`config.mk`:
```
export PLATFORM = sky130hd
export DESIGN_NAME = serial_audio_word_realigner
export DESIGN_NICKNAME = d
export VERILOG_FILES = /design/src/sv/sawr_pkg.sv /design/src/sv/serial_audio_word_realigner.sv /design/src/sv/sawr_cfg_regs.sv /design/src/sv/sawr_in_stage.sv /design/src/sv/sawr_core.sv
export SDC_FILE = /design/constraint.sdc
export NUM_CORES = 1
export LEC_CHECK = 0
export BUFFER_PORTS_ARGS = -buffer_cell sky130_fd_sc_hd__buf_2
export CAP_MARGIN = 20
export CORE_MARGIN = 2
export CORE_UTILIZATION = 46
export DETAILED_ROUTE_END_ITERATION = 7
export GPL_TIMING_DRIVEN = 0
export HOLD_SLACK_MARGIN = 0.1
export PLACE_DENSITY_LB_ADDON = 0.1
export SLEW_MARGIN = 5
export SYNTH_ARGS = -nofsm -noshare
export SYNTH_HDL_FRONTEND = slang
export SYNTH_SLANG_ARGS = --single-unit
```
`constraint.sdc`:
```
create_clock -name clk_i -period 6.04 [get_ports clk_i]
set_input_delay 0.604 -clock clk_i [delete_from_list [all_inputs] [get_ports clk_i]]
set_output_delay 0.604 -clock clk_i [all_outputs]
set_load 0.1 [all_outputs]
```
`src/sv/sawr_pkg.sv`:
```
// ----------------------------------------------------------------------------
// sawr_pkg
// Types and constants shared by the serial audio word realigner modules.
// ----------------------------------------------------------------------------
package sawr_pkg;

  localparam int BUFFER_DEPTH = 1024;
  localparam int SAMPLE_BITS  = 16;
  localparam int SCAN_BITS    = 10;

  localparam int WORD_W  = 16;
  localparam int SHIFT_W = 4;
  localparam int COUNT_W = 5;
  localparam int INDEX_W = 10;
  localparam int TGT_W   = 2;

  // scan width and index limit are clamped to what the fixed fields hold
  localparam int SCAN_N    = (SCAN_BITS > WORD_W) ? WORD_W : SCAN_BITS;
  localparam int LIMIT_RAW = BUFFER_DEPTH - 1;
  localparam int LIMIT_INT = (LIMIT_RAW > 1023) ? 1023 : LIMIT_RAW;

  localparam logic [INDEX_W-1:0] IDX_LIMIT   = INDEX_W'(LIMIT_INT);
  localparam logic [COUNT_W-1:0] CALIB_WORDS = COUNT_W'(20);
  localparam logic [SHIFT_W-1:0] SHIFT_MAX   = SHIFT_W'(15);
  localparam logic [4:0]         SAMPLE_W5   = 5'(SAMPLE_BITS);

  localparam logic [TGT_W-1:0] TARGET_NONE = 2'd3;

  typedef enum logic {
    REG_BUFFER_TARGET = 1'b0,
    REG_CALIB_ENABLE  = 1'b1
  } reg_idx_e;

  typedef enum logic {
    CH_LEFT  = 1'b0,
    CH_RIGHT = 1'b1
  } channel_e;

  typedef struct packed {
    logic [WORD_W-1:0] serial_word;
    logic              lr_level;
    logic              rewind;
  } in_item_t;

  typedef struct packed {
    logic [WORD_W-1:0]  sample;
    logic               channel;
    logic [TGT_W-1:0]   buffer_id;
    logic [INDEX_W-1:0] write_index;
  } out_item_t;

  typedef struct packed {
    logic [TGT_W-1:0] buffer_target;
    logic             calib_enable;
  } cfg_t;

endpackage

```
`src/sv/serial_audio_word_realigner.sv`:
```
// ----------------------------------------------------------------------------
// serial_audio_word_realigner
// Joins received serial words into audio samples on word select edges.
// ----------------------------------------------------------------------------
// Input channel: one transfer carries a 16-bit serial word, the word select
// level and a rewind flag. Output channel: a transfer carries the realigned
// sample, its channel (left on a rising select edge, right on a falling one),
// the buffer id and the running write index of that channel.
// Words without a select edge, words arriving while either index sits at the
// buffer limit, and words while no buffer is targeted give no output.
// An input transfer is captured in the input register; the realign stage
// computes the result from it combinationally, and the result is loaded
// into the result register. One word is accepted every cycle while
// in_stall_o is low.
// A stalled result is held in the result register; the input side keeps
// taking one more word into its register and then raises in_stall_o.
// Configuration is written through cfg_we_i / cfg_idx_i / cfg_wdata_i
// while no transfer is in flight; only the user can ensure this.
// Reset clears all state and indices; buffer target resets to none, so no
// result appears until a buffer is selected.
// ----------------------------------------------------------------------------
module serial_audio_word_realigner (
  input  logic                clk_i,
  input  logic                rst_ni,
  input  logic                in_valid_i,
  output logic                in_stall_o,
  input  sawr_pkg::in_item_t  in_item_i,
  output logic                out_valid_o,
  input  logic                out_stall_i,
  output sawr_pkg::out_item_t out_item_o,
  input  logic                cfg_we_i,
  input  sawr_pkg::reg_idx_e  cfg_idx_i,
  input  logic [1:0]          cfg_wdata_i
);
  import sawr_pkg::*;

  cfg_t     cfg;
  logic     item_valid;
  in_item_t item;
  logic     item_take;

  sawr_cfg_regs u_cfg (
    .clk_i       (clk_i),
    .rst_ni      (rst_ni),
    .cfg_we_i    (cfg_we_i),
    .cfg_idx_i   (cfg_idx_i),
    .cfg_wdata_i (cfg_wdata_i),
    .cfg_o       (cfg)
  );

  sawr_in_stage u_in (
    .clk_i        (clk_i),
    .rst_ni       (rst_ni),
    .in_valid_i   (in_valid_i),
    .in_stall_o   (in_stall_o),
    .in_item_i    (in_item_i),
    .item_valid_o (item_valid),
    .item_o       (item),
    .item_take_i  (item_take)
  );

  sawr_core u_core (
    .clk_i        (clk_i),
    .rst_ni       (rst_ni),
    .cfg_i        (cfg),
    .item_valid_i (item_valid),
    .item_i       (item),
    .item_take_o  (item_take),
    .out_valid_o  (out_valid_o),
    .out_stall_i  (out_stall_i),
    .out_item_o   (out_item_o)
  );

endmodule

```
`src/sv/sawr_cfg_regs.sv`:
```
// ----------------------------------------------------------------------------
// sawr_cfg_regs
// Configuration registers: buffer target and calibration enable.
// ----------------------------------------------------------------------------
module sawr_cfg_regs (
  input  logic                 clk_i,
  input  logic                 rst_ni,
  input  logic                 cfg_we_i,
  input  sawr_pkg::reg_idx_e   cfg_idx_i,
  input  logic [1:0]           cfg_wdata_i,
  output sawr_pkg::cfg_t       cfg_o
);
  import sawr_pkg::*;

  cfg_t cfg_q, cfg_d;

  always_comb begin
    cfg_d = cfg_q;
    if (cfg_we_i) begin
      unique case (cfg_idx_i)
        REG_BUFFER_TARGET: cfg_d.buffer_target = cfg_wdata_i;
        REG_CALIB_ENABLE:  cfg_d.calib_enable  = cfg_wdata_i[0];
        default:           cfg_d = cfg_q;
      endcase
    end
  end

  always_ff @(posedge clk_i or negedge rst_ni) begin
    if (!rst_ni) begin
      cfg_q.buffer_target <= TARGET_NONE;
      cfg_q.calib_enable  <= 1'b0;
    end else begin
      cfg_q <= cfg_d;
    end
  end

  assign cfg_o = cfg_q;

endmodule

```
`src/sv/sawr_in_stage.sv`:
```
// ----------------------------------------------------------------------------
// sawr_in_stage
// Input register: captures one word per transfer and holds it until the
// realign stage takes it.
// ----------------------------------------------------------------------------
module sawr_in_stage (
  input  logic               clk_i,
  input  logic               rst_ni,
  input  logic               in_valid_i,
  output logic               in_stall_o,
  input  sawr_pkg::in_item_t in_item_i,
  output logic               item_valid_o,
  output sawr_pkg::in_item_t item_o,
  input  logic               item_take_i
);
  import sawr_pkg::*;

  logic     valid_q;
  in_item_t item_q;

  // held word not taken this cycle blocks the next transfer
  assign in_stall_o = valid_q & ~item_take_i;

  always_ff @(posedge clk_i or negedge rst_ni) begin
    if (!rst_ni) begin
      valid_q <= 1'b0;
    end else if (!in_stall_o) begin
      valid_q <= in_valid_i;
    end
  end

  always_ff @(posedge clk_i) begin
    if (in_valid_i && !in_stall_o) begin
      item_q <= in_item_i;
    end
  end

  assign item_valid_o = valid_q;
  assign item_o       = item_q;

endmodule

```
`src/sv/sawr_core.sv`:
```
// ----------------------------------------------------------------------------
// sawr_core
// Realign stage: edge detect, sample join, shift calibration, write indices
// and the result register.
// ----------------------------------------------------------------------------
module sawr_core (
  input  logic                clk_i,
  input  logic                rst_ni,
  input  sawr_pkg::cfg_t      cfg_i,
  input  logic                item_valid_i,
  input  sawr_pkg::in_item_t  item_i,
  output logic                item_take_o,
  output logic                out_valid_o,
  input  logic                out_stall_i,
  output sawr_pkg::out_item_t out_item_o
);
  import sawr_pkg::*;

  logic               lr_prev_q, lr_prev_d;
  logic [WORD_W-1:0]  kept_q, kept_d;
  logic [SHIFT_W-1:0] shift_q, shift_d;
  logic [COUNT_W-1:0] count_q, count_d;
  logic [INDEX_W-1:0] left_q, left_d;
  logic [INDEX_W-1:0] right_q, right_d;
  logic               out_valid_q;
  out_item_t          out_q;

  logic               rising, falling;
  logic [INDEX_W-1:0] left_cur, right_cur;
  logic [WORD_W-1:0]  lo_part, hi_part, sample;
  logic [4:0]         up_amt, dn_amt;
  logic [4:0]         top_pos;
  logic [SHIFT_W-1:0] top_sat;
  logic               calib_run;
  logic               room;
  logic               emit;
  logic               out_free;
  out_item_t          res;

  assign out_free    = ~out_valid_q | ~out_stall_i;
  assign item_take_o = item_valid_i & out_free;

  assign rising  = item_i.lr_level & ~lr_prev_q;
  assign falling = ~item_i.lr_level & lr_prev_q;

  assign left_cur  = item_i.rewind ? '0 : left_q;
  assign right_cur = item_i.rewind ? '0 : right_q;

  // join new word with kept word at the current shift
  always_comb begin
    up_amt  = SAMPLE_W5 - {1'b0, shift_q};
    dn_amt  = {1'b0, shift_q} - SAMPLE_W5;
    lo_part = item_i.serial_word >> shift_q;
    if ({1'b0, shift_q} <= SAMPLE_W5) begin
      hi_part = kept_q << up_amt;
    end else begin
      hi_part = kept_q >> dn_amt;
    end
    sample = lo_part | hi_part;
  end

  assign kept_d = (rising | falling) ? kept_q : item_i.serial_word;

  // one past the highest set bit in the scanned low bits of the kept word
  always_comb begin
    top_pos = '0;
    for (int i = 0; i < SCAN_N; i++) begin
      if (kept_d[i]) begin
        top_pos = 5'(i + 1);
      end
    end
    top_sat = (top_pos > {1'b0, SHIFT_MAX}) ? SHIFT_MAX : top_pos[SHIFT_W-1:0];
  end

  assign calib_run = cfg_i.calib_enable & (count_q < CALIB_WORDS);
  assign shift_d   = (calib_run && top_sat > shift_q) ? top_sat : shift_q;
  assign count_d   = calib_run ? count_q + 1'b1 : count_q;

  assign room = (left_cur < IDX_LIMIT) & (right_cur < IDX_LIMIT) &
                (cfg_i.buffer_target != TARGET_NONE);
  assign emit = room & (rising | falling);

  assign left_d    = (room && rising)  ? left_cur + 1'b1  : left_cur;
  assign right_d   = (room && falling) ? right_cur + 1'b1 : right_cur;
  assign lr_prev_d = item_i.lr_level;

  always_comb begin
    res.sample      = sample;
    res.channel     = rising ? CH_LEFT : CH_RIGHT;
    res.buffer_id   = cfg_i.buffer_target;
    res.write_index = rising ? left_cur : right_cur;
  end

  always_ff @(posedge clk_i or negedge rst_ni) begin
    if (!rst_ni) begin
      lr_prev_q   <= 1'b0;
      kept_q      <= '0;
      shift_q     <= '0;
      count_q     <= '0;
      left_q      <= '0;
      right_q     <= '0;
      out_valid_q <= 1'b0;
    end else begin
      if (item_take_o) begin
        lr_prev_q <= lr_prev_d;
        kept_q    <= kept_d;
        shift_q   <= shift_d;
        count_q   <= count_d;
        left_q    <= left_d;
        right_q   <= right_d;
      end
      if (out_free) begin
        out_valid_q <= item_take_o & emit;
      end
    end
  end

  always_ff @(posedge clk_i) begin
    if (item_take_o && emit) begin
      out_q <= res;
    end
  end

  assign out_valid_o = out_valid_q;
  assign out_item_o  = out_q;

endmodule

```
# Word level (Yosys, flattened, before mapping)
# Index checks and enable logic that the tools add are counted.
[word_totals]
regBits = 98
input_bits = 26
word_cells = 82
[op_classes]
addsub = 5
n_lt_le_gt_ge = 6
n_eq_ne = 1
n_shift = 3
n_mux = 19
bitwise_logic = 19
reduce_logical = 11
[op_table]
columns = ["operator", "n"]
rows = [
  ["two-way mux 10 bit", 6],
  ["adder 10 x 1 -> 10 bit (second input constant)", 2],
  ["less-than comparator 10 bit (second input constant)", 2],
  ["two-way mux 16 bit", 1],
  ["two-way mux 4 bit", 4],
  ["bitwise OR 16 bit", 1],
  ["left shift 16 x 5 -> 16 bit", 1],
  ["right shift 16 x 4 -> 16 bit", 1],
  ["right shift 16 x 5 -> 16 bit", 1],
  ["two-way mux 3 bit", 4],
  ["AND reduction 2 bit", 5],
  ["AND 1 bit", 9],
  ["NOT 1 bit", 7],
  ["adder 5 x 1 -> 5 bit (second input constant)", 1],
  ["<= comparator 4 x 5 -> 1 bit (second input constant)", 1],
  ["logical AND 1 bit", 5],
  ["less-than comparator 5 bit (second input constant)", 1],
  ["subtractor 4 x 5 -> 5 bit (second input constant)", 1],
  ["subtractor 5 x 4 -> 5 bit (first input constant)", 1],
  ["greater-than comparator 4 bit", 1],
  ["greater-than comparator 4 bit (second input constant)", 1],
  ["two-way mux 2 bit", 2],
  ["two-way mux 1 bit", 2],
  ["inequality test 2 bit (second input constant)", 1],
  ["other kinds (2)", 3],
]

# Logic depth before layout (Yosys ltp)
# Gate-level depths: netlist of the first run.
[logic_depth]
depth_word = 19
mapped_depth = 14
ltp_nobuf = 12

# Cells and area by module
# From an unflattened synthesis of the first run, not the netlist that was laid out.
[hier_totals]
hier_cells = 532
area_unflattened_um2 = 5809.3
[modules_own_cells]
columns = ["module", "n_inst", "cells_each", "area_per_inst_um2"]
rows = [
  ["sawr_core", 1, 501, 5078.6],
  ["sawr_in_stage", 1, 23, 598.1],
  ["sawr_cfg_regs", 1, 8, 132.6],
]

# Least setup slack after synthesis of the first run
# Ideal clock, no wire load.
[synth_timing]
path_kind = "reg2reg"
start = "register u_core.right_q[1]"
end = "register u_core.out_q (netlist bit u_core.out_item_o[0]) (enable)"
setup_time_ns = 0.491
t_arrival_ns = 4.208
required_time_ns = 5.549
path_slack_ns = 1.341
stages_incl_launch_ff = 7
n_path_buf = 1
synth_period_minus_slack_ns = 4.699
cell_sequence = "dfrtp_1 -> nor2b_1 -> ha_1 -> and4b_1 -> and4_1 -> buf_2 -> nor4_1"
[synth_via]
elab_chain_len = 6
[synth_lines]
columns = ["item", "line", "text"]
rows = [
  ["start: declaration", "sawr_core.sv:24", "logic [INDEX_W-1:0] right_q, right_d;"],
  ["start signal: assignment", "sawr_core.sv:110", "right_q <= right_d;"],
  ["two-way mux 10 bit", "sawr_core.sv:47", "assign right_cur = item_i.rewind ? '0 : right_q;"],
  ["less-than comparator 10 bit", "sawr_core.sv:79", "assign room = (left_cur < IDX_LIMIT) & (right_cur < IDX_LIMIT) &"],
  ["AND 1 bit (2 in series)", "sawr_core.sv:79", ""],
  ["AND 1 bit", "sawr_core.sv:81", "assign emit = room & (rising | falling);"],
  ["logical AND 1 bit", "sawr_core.sv:119", "if (item_take_o && emit) begin"],
  ["end signal: assignment", "sawr_core.sv:120", "out_q <= res;"],
  ["end: declaration", "sawr_core.sv:26", "out_item_t out_q;"],
]
# No other way between the ends.
# A chain may end at the register's enable or synchronous reset.

==> impl_metrics.tcl, run 1 <==
set metrics [dict create \
    outcome "completed" \
    cp.buffers_inverters 5 \
    critPathMaxFanout 10 \
    cts_setup_buffers 0 \
    gr-usage-all-layers_pct 21.7 \
    grt_antenna_before_repair 0 \
    synth.distinct_cells 62 \
    grt_pass1_wl_um 21700 \
    clkPwrFrac_pct 15.1 \
    vias 4183 \
    netlist_area_mm2 0.00557 \
    area_delta_synth_final_pct 14.5 \
    final_cell_mix "nand2_1, buf_2, dfrtp_1, edfxtp_1, mux2_2" \
    drc 0 \
    htreeDepth 3 \
    power.total_mw 3.74 \
    pwr-share-seq_pct 29.0 \
    maxCapViolations 0 \
    routabilityCongestion 0.911 \
    dr.pass1.iters 4 \
    fmax_mhz 286 \
    p_sw_mw 1.76 \
    portBuffers 56 \
    antenna_left 0 \
    clock_latency_ns 0.35 \
    p_int_mw 1.98 \
    vias_per_cell 5.84 \
    rsz0062_at_grt "no" \
    placed_cell_area_mm2 0.00608 \
    finish.instance_area_mm2 0.00637 \
    hold_viol_final 0 \
    die_height_um 114 \
    syn_area_per_cell_um2 11.3 \
    fin_nets 600 \
    grt_start_max_net_pins 28 \
    ys_seq_elements 98 \
    cts_hold_buf 0 \
    fin_worst_skew_ns 0.00786 \
    async_reset_ff_share_pct 52.0 \
    grt_pass1_vias 4004 \
    synthesis.instances 493 \
    cp-end-kind "flop" \
    p_sw_share_pct 47.1 \
    layout_setup_ws_ns 2.54 \
    slowest_delay_ns 0.48 \
    cts_sinks 98 \
    die-width_um 114 \
    final_util_pct 53.5 \
    die-area_mm2 0.0130 \
    power_per_cell_area_mw_per_mm2 586 \
    detail_route.iter0.violations 306 \
    cts_buffers 9 \
    grt_remaining_overflow 0 \
    finalSetupViolCount 0 \
    min_path_type "in -> async" \
    final_max_slew_viol_count 0 \
    ir_drop_uv 261 \
    ys_seq_area_share_pct 48.3 \
    hpwl_um 9970 \
    root_buffer "clkbuf_16" \
    synth_flop_cell "dfrtp_1" \
    start_kind "flop" \
    layout_commonest_cell "nand2_1" \
    coreArea_mm2 0.0119 \
    avgRoutedWirePerCell_um 18.6 \
    cts_buffer_depth 2 \
    num_antenna_cells 0 \
    nFillCells 1060 \
    worst_slew_pin_slew_ns 0.921 \
    arrival_ns 3.61 \
    comb_power_share_pct 55.9 \
    crit_chain "buf_2 -> buf_2 -> inv_1 -> ha_1 -> clkbuf_1 -> clkbuf_1 -> mux2i_1 -> o21ai_0 -> a221o_1" \
    yosysWarnings 0 \
    synth_edf_count 47 \
    post_cts_resized 0 \
    clkTransAtPathRegs_ns 0.07 \
    syn_nets 529 \
    critPathSlowestCell "dfrtp_1" \
    finalCritPeriodShare_pct 58.0 \
    cts_tree "yes" \
    finalWirelength_um 13300 \
    post-place-ws_ns 2.58 \
    num_io_pins 57 \
    core.rowCount 40 \
    start_util_pct 46.7 \
    path_class "reg -> reg" \
    fin_crit_ns 3.50 \
    drive_gt1_share_pct 26.4 \
    relSlewSlack_pct 38.1 \
    cp_data_required_time_ns 6.15 \
    path_delay_family "buffers and inverters" \
    cellLeakagePower_nw 2.62 \
]
## metrics by stage
step	hold WS, ns	std cells	TNS [ns]
finish	0.254	716	0
global route	0.287	716	0
CTS	0.260	716	0
detailed placement	0.474	700	0
global placement	0.445	696	-3.87
floorplan	0.308	493	0
## cells by family after synthesis
kind of cell,synth area share [%]
fa+ha+maj,2.25
mux,17.4
simple gates,15.1
compound gates,10.5
buf+inv,3.13
xor+xnor,3.30
flops,48.3
## final timing paths
path / cells past startpoint / endpoint / startpoint / slack [ns]
max in group asynchronous: 2 / u_core.shift_q[1] / rst_ni / 5.21
max: 9 / u_core.out_item_o[28] / u_core.shift_q[1] / 2.54
min in group clk_i: 1 / u_in.item_o[5] / in_item_i[5] / 0.43
min: 1 / u_in.item_valid_o / rst_ni / 0.25
max reg2reg: 9 / u_core.out_item_o[28] / u_core.shift_q[1] / 2.54
min reg2reg: 1 / u_core.count_q[4] / u_core.count_q[4] / 0.48
## cell type report
type	instances	area (um2)	share of cell area, %
buffer	28	129	2.02
clock buffer	13	270	4.24
clock inverter	3	22.5	0.353
inverter	12	45.0	0.707
multi-input combinational	355	2710	42.5
sequential	98	2690	42.2
tap	147	184	2.89
timing repair buffer	60	327	5.12
## flip-flops by register name (all words and copies together), names as in the netlist
signal	cells
u_core.out_valid_o	1
u_core.count_q	5
u_core.shift_q	4
u_core.out_item_o	29
u_cfg.cfg_o	3
u_core.kept_q	16
u_core.lr_prev_q	1
u_core.right_q	10
u_in.item_valid_o	1
u_in.item_o	18
u_core.left_q	10
## power groups by stage
stage | logic, mW | registers (mW) | clock network, mW
after floorplan | 1.20 | 1.47 | 0
after global placement | 2.03 | 1.09 | 0
after detailed placement | 2.06 | 1.09 | 0
after CTS | 2.07 | 1.08 | 0.576
after global routing | 2.25 | 1.10 | 0.605
final | 2.09 | 1.08 | 0.563
## cells in the mapped netlist (2+ instances only)
master | count | area [um2]
o21ai_0 | 15 | 75.1
and2_1 | 5 | 31.3
nand4b_1 | 3 | 26.3
xor2_1 | 12 | 105
nand4_1 | 8 | 50.1
a31o_2 | 3 | 26.3
o21a_1 | 2 | 15.0
dfstp_2 | 2 | 52.6
and4_1 | 2 | 17.5
buf_2 | 10 | 50.1
a21oi_1 | 22 | 110
nor2b_1 | 9 | 56.3
a221o_1 | 5 | 50.1
and4b_1 | 4 | 40.0
or3_1 | 2 | 12.5
o22ai_1 | 7 | 43.8
inv_1 | 10 | 37.5
a21o_1 | 2 | 15.0
mux4_2 | 15 | 338
mux2i_1 | 28 | 280
o221ai_1 | 6 | 52.6
a211oi_1 | 2 | 15.0
clkbuf_1 | 16 | 60.1
o32ai_1 | 2 | 17.5
edfxtp_1 | 47 | 1410
and3_1 | 3 | 18.8
nand3b_1 | 3 | 22.5
and3_2 | 4 | 30.0
o211ai_1 | 3 | 22.5
nor2_1 | 27 | 101
dfrtp_1 | 49 | 1230
ha_1 | 10 | 125
nand2b_1 | 7 | 43.8
xnor2_1 | 9 | 78.8
nor3_1 | 6 | 30.0
nor4_1 | 5 | 31.3
nand2_1 | 70 | 263
nand3_1 | 4 | 20.0
mux2_2 | 31 | 349
## per-layer routing
metal / global-route usage (%) / share of wire [%] / routed length, um
met1: 32.6 / 48 / 6410
met2: 32.0 / 45 / 5960
met4: 6.99 / 1.2 / 166
met3: 3.77 / 5.9 / 785
met5: 0 / 0 / 0
Power figures use the tool's default switching activity.
==> run 2: changes to the inputs <==
--- a/config.mk
+++ b/config.mk
@@ -5,6 +5,7 @@
 export SDC_FILE = /design/constraint.sdc
 export NUM_CORES = 1
 export LEC_CHECK = 0
+export ABC_AREA = 1
 export BUFFER_PORTS_ARGS = -buffer_cell sky130_fd_sc_hd__buf_2
 export CAP_MARGIN = 20
 export CORE_MARGIN = 2
==> constraint.sdc (replaced) <==
create_clock -name clk_i -period 3.3 [get_ports clk_i]
set_input_delay 0.33 -clock clk_i [delete_from_list [all_inputs] [get_ports clk_i]]
set_output_delay 0.33 -clock clk_i [all_outputs]
set_load 0.1 [all_outputs]
==> run 2 against run 1 <==
  * Core utilization shrank 0.14 points
  * Combinational power grew 91%
  * Power rose by 86%
  * Final cell count up 37%
  * Largest cell class is now flip-flops and latches
  * Sequential power is 80% higher
  * Sequential share of layout area is 1.9 points lower
  * Clock power rose by 85%
  * Register-to-register slack got worse by 2.0 ns
  * Highest routed layer unchanged
  * Largest power group unchanged
  * Cell area is 4.8% higher
  * Global-route usage increased by 1.4 points
  * Sequential cell count is the same
  * First-iteration DRC count is 66% higher
==> impl_metrics.tcl, run 2 <==
set metrics [dict create \
    outcome "completed" \
    cts_setup_buffers 0 \
    gr-usage-all-layers_pct 23.1 \
    worst_slew_pin_slew_ns 0.690 \
    synth_flop_cell "dfrtp_1" \
    vias 5196 \
    die-area_mm2 0.0136 \
    cts_buffers 9 \
    clkTransAtPathRegs_ns 0.07 \
    critPathMaxFanout 11 \
    path_class "reg -> reg" \
    antenna_left 0 \
    cts_sinks 98 \
    top_layer "met4" \
    grt_start_max_net_pins 36 \
    p_int_mw 3.37 \
    netlist_area_mm2 0.00583 \
    ys_seq_area_share_pct 46.1 \
    finalSetupViolCount 0 \
    comb_power_share_pct 57.2 \
    rsz0062_at_grt "no" \
    grt_pass1_vias 4735 \
    routabilityCongestion 1.00 \
    root_buffer "clkbuf_16" \
    m1WireLength_um 7190 \
    final_max_slew_viol_count 0 \
    post-place-ws_ns 0.589 \
    async_reset_ff_share_pct 52.0 \
    fin_crit_ns 2.77 \
    synth.most_common_cell "nand2_1" \
    p_sw_share_pct 51.6 \
    ir_drop_uv 404 \
    placed_cell_area_mm2 0.00638 \
    fin_tns_setup_ns 0 \
    core.rowCount 41 \
    vias_per_cell 5.30 \
    synth_top_cell_by_area "edfxtp_1" \
    cp_data_required_time_ns 3.39 \
    cts_hold_buf 1 \
    finalCritPeriodShare_pct 84.1 \
    p_sw_mw 3.60 \
    finalWirelength_um 14800 \
    final_util_pct 53.4 \
    clock_latency_ns 0.36 \
    portBuffers 56 \
    grt_antenna_before_repair 0 \
    syn_area_per_cell_um2 7.95 \
    cts_buffer_depth 2 \
    arrival_ns 2.86 \
    min_path_type "in -> reg" \
    die_height_um 117 \
    met3_length_um 963 \
    fin_worst_skew_ns 0.0112 \
    detail_route.iter0.violations 507 \
    cellLeakagePower_nw 3.07 \
    clkPwrFrac_pct 14.9 \
    layout_commonest_cell "nand2_1" \
    grt_remaining_overflow 0 \
    maxCapViolations 0 \
    layout_setup_ws_ns 0.525 \
    drc 0 \
    relSlewSlack_pct 53.8 \
    cp-end-kind "flop" \
    power_per_cell_area_mw_per_mm2 1040 \
    area_delta_synth_final_pct 14.6 \
    yosysWarnings 0 \
    syn_nets 769 \
    yosys-top-cells-count "nand2_1, inv_1, o21ai_0" \
    finish.instance_area_mm2 0.00668 \
    dr_wl_met2_um 6330 \
    whs_ns 0.148 \
    synth_edf_count 47 \
    fin_nets 839 \
    fmax_mhz 360 \
    num_antenna_cells 0 \
    largest_reg_flops 29 \
    start_util_pct 46.6 \
    htreeDepth 3 \
    cts_tree "yes" \
    num_io_pins 57 \
    grt_pass1_wl_um 24200 \
    avgRoutedWirePerCell_um 15.1 \
    dr.pass1.iters 5 \
    synth_top_area_share_pct 24.2 \
    ys_seq_elements 98 \
    synthTopCellsByArea "edfxtp_1, dfrtp_1, nand2_1" \
    hold_viol_final 0 \
    post_cts_resized 0 \
    synth.distinct_cells 44 \
    final_cell_mix "nand2_1, inv_1, buf_2, o21ai_0, dfrtp_1" \
    start_kind "flop" \
    synthesis.instances 733 \
    drive_gt1_share_pct 15.5 \
    hpwl_um 11300 \
    coreArea_mm2 0.0125 \
    die-width_um 117 \
    pwr-share-seq_pct 27.9 \
]
run 2: cell types whose count changed in the layout (fill, tap and decap cells not counted), sizes merged, moves of 10 or more:
cell and change:
nand4 +29, xor2 -10, mux4 -15, nand2 +169, a21oi -13, o21ai +69, o211ai +10, mux2 -29
mux2i -16, nand3 +41, nor2 +20, inv +68
run 2: area by class of cell:
cell class / count / area (um2)
multi-input combinational: 520 / 2680
sequential: 98 / 2690
fill: 1232 / 5840
inverter: 82 / 308
clock inverter: 5 / 55.1
buffer: 33 / 164
timing repair buffer: 59 / 338
tap: 172 / 215
clock buffer: 11 / 233
run 2: metal layers:
metal	global-route usage, %	up-vias
met5	0	-
met4	7.45	0
met3	4.98	21
met2	33.5	186
met1	34.4	2396
li1	-	2593
run 2: per-stage QoR:
| stage | std cells | power (mW) |
|---|---|---|
| 3_5_place_dp | 963 | 5.92 |
| 3_3_place_gp | 961 | 5.85 |
| 2_1_floorplan | 733 | 5.01 |
| 6_report | 980 | 6.97 |
| 4_1_cts | 980 | 6.97 |
| 5_1_grt | 980 | 7.50 |
run 2: logic make-up (layout without fill, tap and decap cells):
logic type | after synthesis | in the layout | synth area share, %
AO/OA/AOI/OAI | 117 | 117 | 11.2
buffers and inverters | 115 | 190 | 8.09
AND/OR/NAND/NOR | 375 | 375 | 29.2
flip-flops | 98 | 98 | 46.1
multiplexers | 14 | 14 | 2.45
adder cells (fa/ha/maj) | 10 | 10 | 2.15
XOR/XNOR | 4 | 4 | 0.730
run 2: critical path, stage by stage, from the launching register on:
cell      delay [ns]
dfrtp_1         0.45
inv_2           0.21
clkbuf_1        0.46
ha_1            0.39
inv_2           0.14
clkbuf_1        0.34
nand2_1         0.09
o21ai_0         0.14
nand2_1         0.08
o211ai_1        0.11
nand3_1         0.10
run 2: power groups by stage:
stage	sequential (mW)	combinational [mW]	clock (mW)
after global placement	1.96	3.89	0
after floorplan	2.80	2.21	0
after global routing	1.98	4.41	1.11
after CTS	1.94	3.97	1.06
after detailed placement	1.96	3.96	0
final	1.94	3.99	1.04
run 2: final timing paths:
kind / endpoint / slack [ns] / cells after the start / from
hold / removal: u_in.item_o[7] / 0.15 / 1 / in_item_i[7]
min in group asynchronous: u_core.left_q[5] / 0.48 / 2 / rst_ni
setup reg to reg: u_core.out_item_o[25] / 0.53 / 10 / u_core.shift_q[1]
max in group asynchronous: u_cfg.cfg_o[2] / 2.17 / 3 / rst_ni
setup / recovery: u_core.out_item_o[25] / 0.53 / 10 / u_core.shift_q[1]
hold reg to reg: u_core.count_q[4] / 0.48 / 1 / u_core.count_q[4]
==> run 3: changes to the inputs <==
==> constraint.sdc (replaced) <==
create_clock -name clk_i -period 2.9 [get_ports clk_i]
set_input_delay 0.29 -clock clk_i [delete_from_list [all_inputs] [get_ports clk_i]]
set_output_delay 0.29 -clock clk_i [all_outputs]
set_load 0.1 [all_outputs]
==> run 3 against run 2 <==
  * Wire length up 0.70%
  * Fmax up 5.2%
  * Non-clock buffer count down 1
  * Sequential power increased by 14%
  * Sequential cell count did not move
  * Via count is 0.98% higher
  * Sequential share of layout area decreased by 0.098 points
  * Global-route usage is 0.18 points lower
  * Count of clock-buffer cells in the layout decreased by 1
==> impl_metrics.tcl, run 3 (synthesis results as in run 2) <==
set metrics [dict create \
    fin_nets 838 \
    grt_remaining_overflow 0 \
    crit_start "u_in.item_o[1]" \
    num_antenna_cells 0 \
    cp-end-kind "flop" \
    final_max_slew_viol_count 0 \
    fin_crit_ns 2.64 \
    cts_buffers 9 \
    dr.pass1.iters 5 \
    final_util_pct 53.5 \
    power_per_cell_area_mw_per_mm2 1190 \
    relSlewSlack_pct 54.0 \
    worst_slew_pin_slew_ns 0.689 \
    cts_setup_buffers 0 \
    path_class "reg -> reg" \
    min_from "in_item_i[7]" \
    ff_latch_area_mm2 0.00269 \
    layout_commonest_cell "nand2_1" \
    placed_cell_area_mm2 0.00639 \
    path_delay_family "compound AO/OA/AOI/OAI gates" \
    rsz0062_at_grt "no" \
    whs_ns 0.111 \
    fin_worst_skew_ns 0.00847 \
    crit_chain "inv_1 -> ha_2 -> buf_4 -> o21ai_2 -> nand2_1 -> a41oi_1 -> ha_1 -> nand2_1 -> inv_1 -> a31oi_1 -> nand2_1 -> inv_2 -> o21ai_0" \
    cellLeakagePower_nw 3.08 \
    cp_data_required_time_ns 3.11 \
    die-area_mm2 0.0136 \
    avgRoutedWirePerCell_um 15.2 \
    vias_per_cell 5.36 \
    grt_antenna_before_repair 0 \
    min_path_type "in -> reg" \
    reg2reg_from "u_in.item_o[1]" \
    ir_drop_uv 411 \
    final_cell_mix "nand2_1, inv_1, buf_2, o21ai_0, dfrtp_1" \
    die_height_um 117 \
    maxCapViolations 0 \
    drive_gt1_share_pct 16.2 \
    antenna_left 0 \
    hpwl_um 11300 \
    root_buffer "clkbuf_16" \
    drc 0 \
    vias 5247 \
    post-place-ws_ns 0.147 \
    arrival_ns 2.85 \
    multiInputGateArea_mm2 0.00268 \
    cts_sinks 98 \
    grt_pass1_vias 4723 \
    cts_tree "yes" \
    clkTransAtPathRegs_ns 0.07 \
    grt_start_max_net_pins 36 \
    htreeDepth 3 \
    critPathMaxFanout 10 \
    worstRegToRegCells 13 \
    outcome "completed" \
    path_common_cell "nand2_1" \
    finish.instance_area_mm2 0.00670 \
    largest_reg_flops 29 \
    finalCritPeriodShare_pct 90.9 \
    layout_setup_ws_ns 0.263 \
    portBuffers 56 \
    detail_route.iter0.violations 415 \
    grt_pass1_wl_um 24000 \
    core.rowCount 41 \
    hold_depth 1 \
    area_delta_synth_final_pct 14.9 \
    finalWirelength_um 14900 \
    finalSetupViolCount 0 \
    critPathSlowestCell "edfxtp_1" \
    die-width_um 117 \
    fmax_mhz 379 \
    fin_tns_setup_ns 0 \
    slowest_delay_ns 0.41 \
    nFillCells 1205 \
    num_io_pins 57 \
    coreArea_mm2 0.0125 \
    start_kind "flop" \
    cts_buffer_depth 2 \
    cp.depth 13 \
    gr-usage-all-layers_pct 22.9 \
    cp.buffers_inverters 4 \
    start_util_pct 46.6 \
    hold_viol_final 0 \
    clock_latency_ns 0.35 \
    routabilityCongestion 0.977 \
]
-- run 3: cell types whose count changed in the layout (fill, tap and decap cells not counted) --
cell / before / now
ha_1: 10 / 9
nor2_1: 35 / 34
nor2_2: 4 / 5
inv_6: 0 / 1
clkinv_1: 4 / 2
clkinv_4: 2 / 1
clkbuf_1: 21 / 18
clkbuf_8: 0 / 1
inv_4: 0 / 1
clkinv_2: 0 / 2
ha_2: 0 / 1
-- run 3: final timing paths --
check | end | slack (ns)
max | u_core.shift_q[3] | 0.26
min | u_in.item_o[7] | 0.11
max reg2reg | u_core.shift_q[3] | 0.26
min reg2reg | u_core.count_q[4] | 0.49
max in group asynchronous | u_cfg.cfg_o[1] | 1.80
min in group asynchronous | u_core.left_q[3] | 0.45
-- run 3: area by class of cell --
type	instances	area share (%)
tap	172	3.21
multi-input combinational	520	40.1
sequential	98	40.2
clock buffer	10	3.57
inverter	82	4.60
timing repair buffer	59	5.04
clock inverter	6	0.953
buffer	32	2.39
-- run 3: what timing repair did --
action	4_1_cts	5_1_grt
hold endpoints to repair	16	0
hold buffers	1	0
resized for setup	0	1
setup endpoints to repair	0	9
-- run 3: report_power, final --
part	switching (mW)	leakage, nW	internal, mW
registers	0.242	1.10	1.98
clock network	0.524	0.153	0.694
logic	3.36	1.83	1.19
total	4.13	3.08	3.86
-- run 3: per-layer routing --
| layer | vias up | wire length, um | track usage (%) |
|---|---|---|---|
| li1 | 2594 | - | - |
| met1 | 2480 | 7410 | 35.2 |
| met2 | 160 | 6430 | 33.4 |
| met3 | 13 | 816 | 3.22 |
| met4 | 0 | 193 | 7.22 |
| met5 | - | 0 | 0 |
-- run 3: through the flow --
stage               power [mW]  std cells
CTS                       7.99        980
detailed placement        6.75        963
global route              8.55        979
global placement          6.65        961
floorplan                 5.70        733
finish                    7.99        979
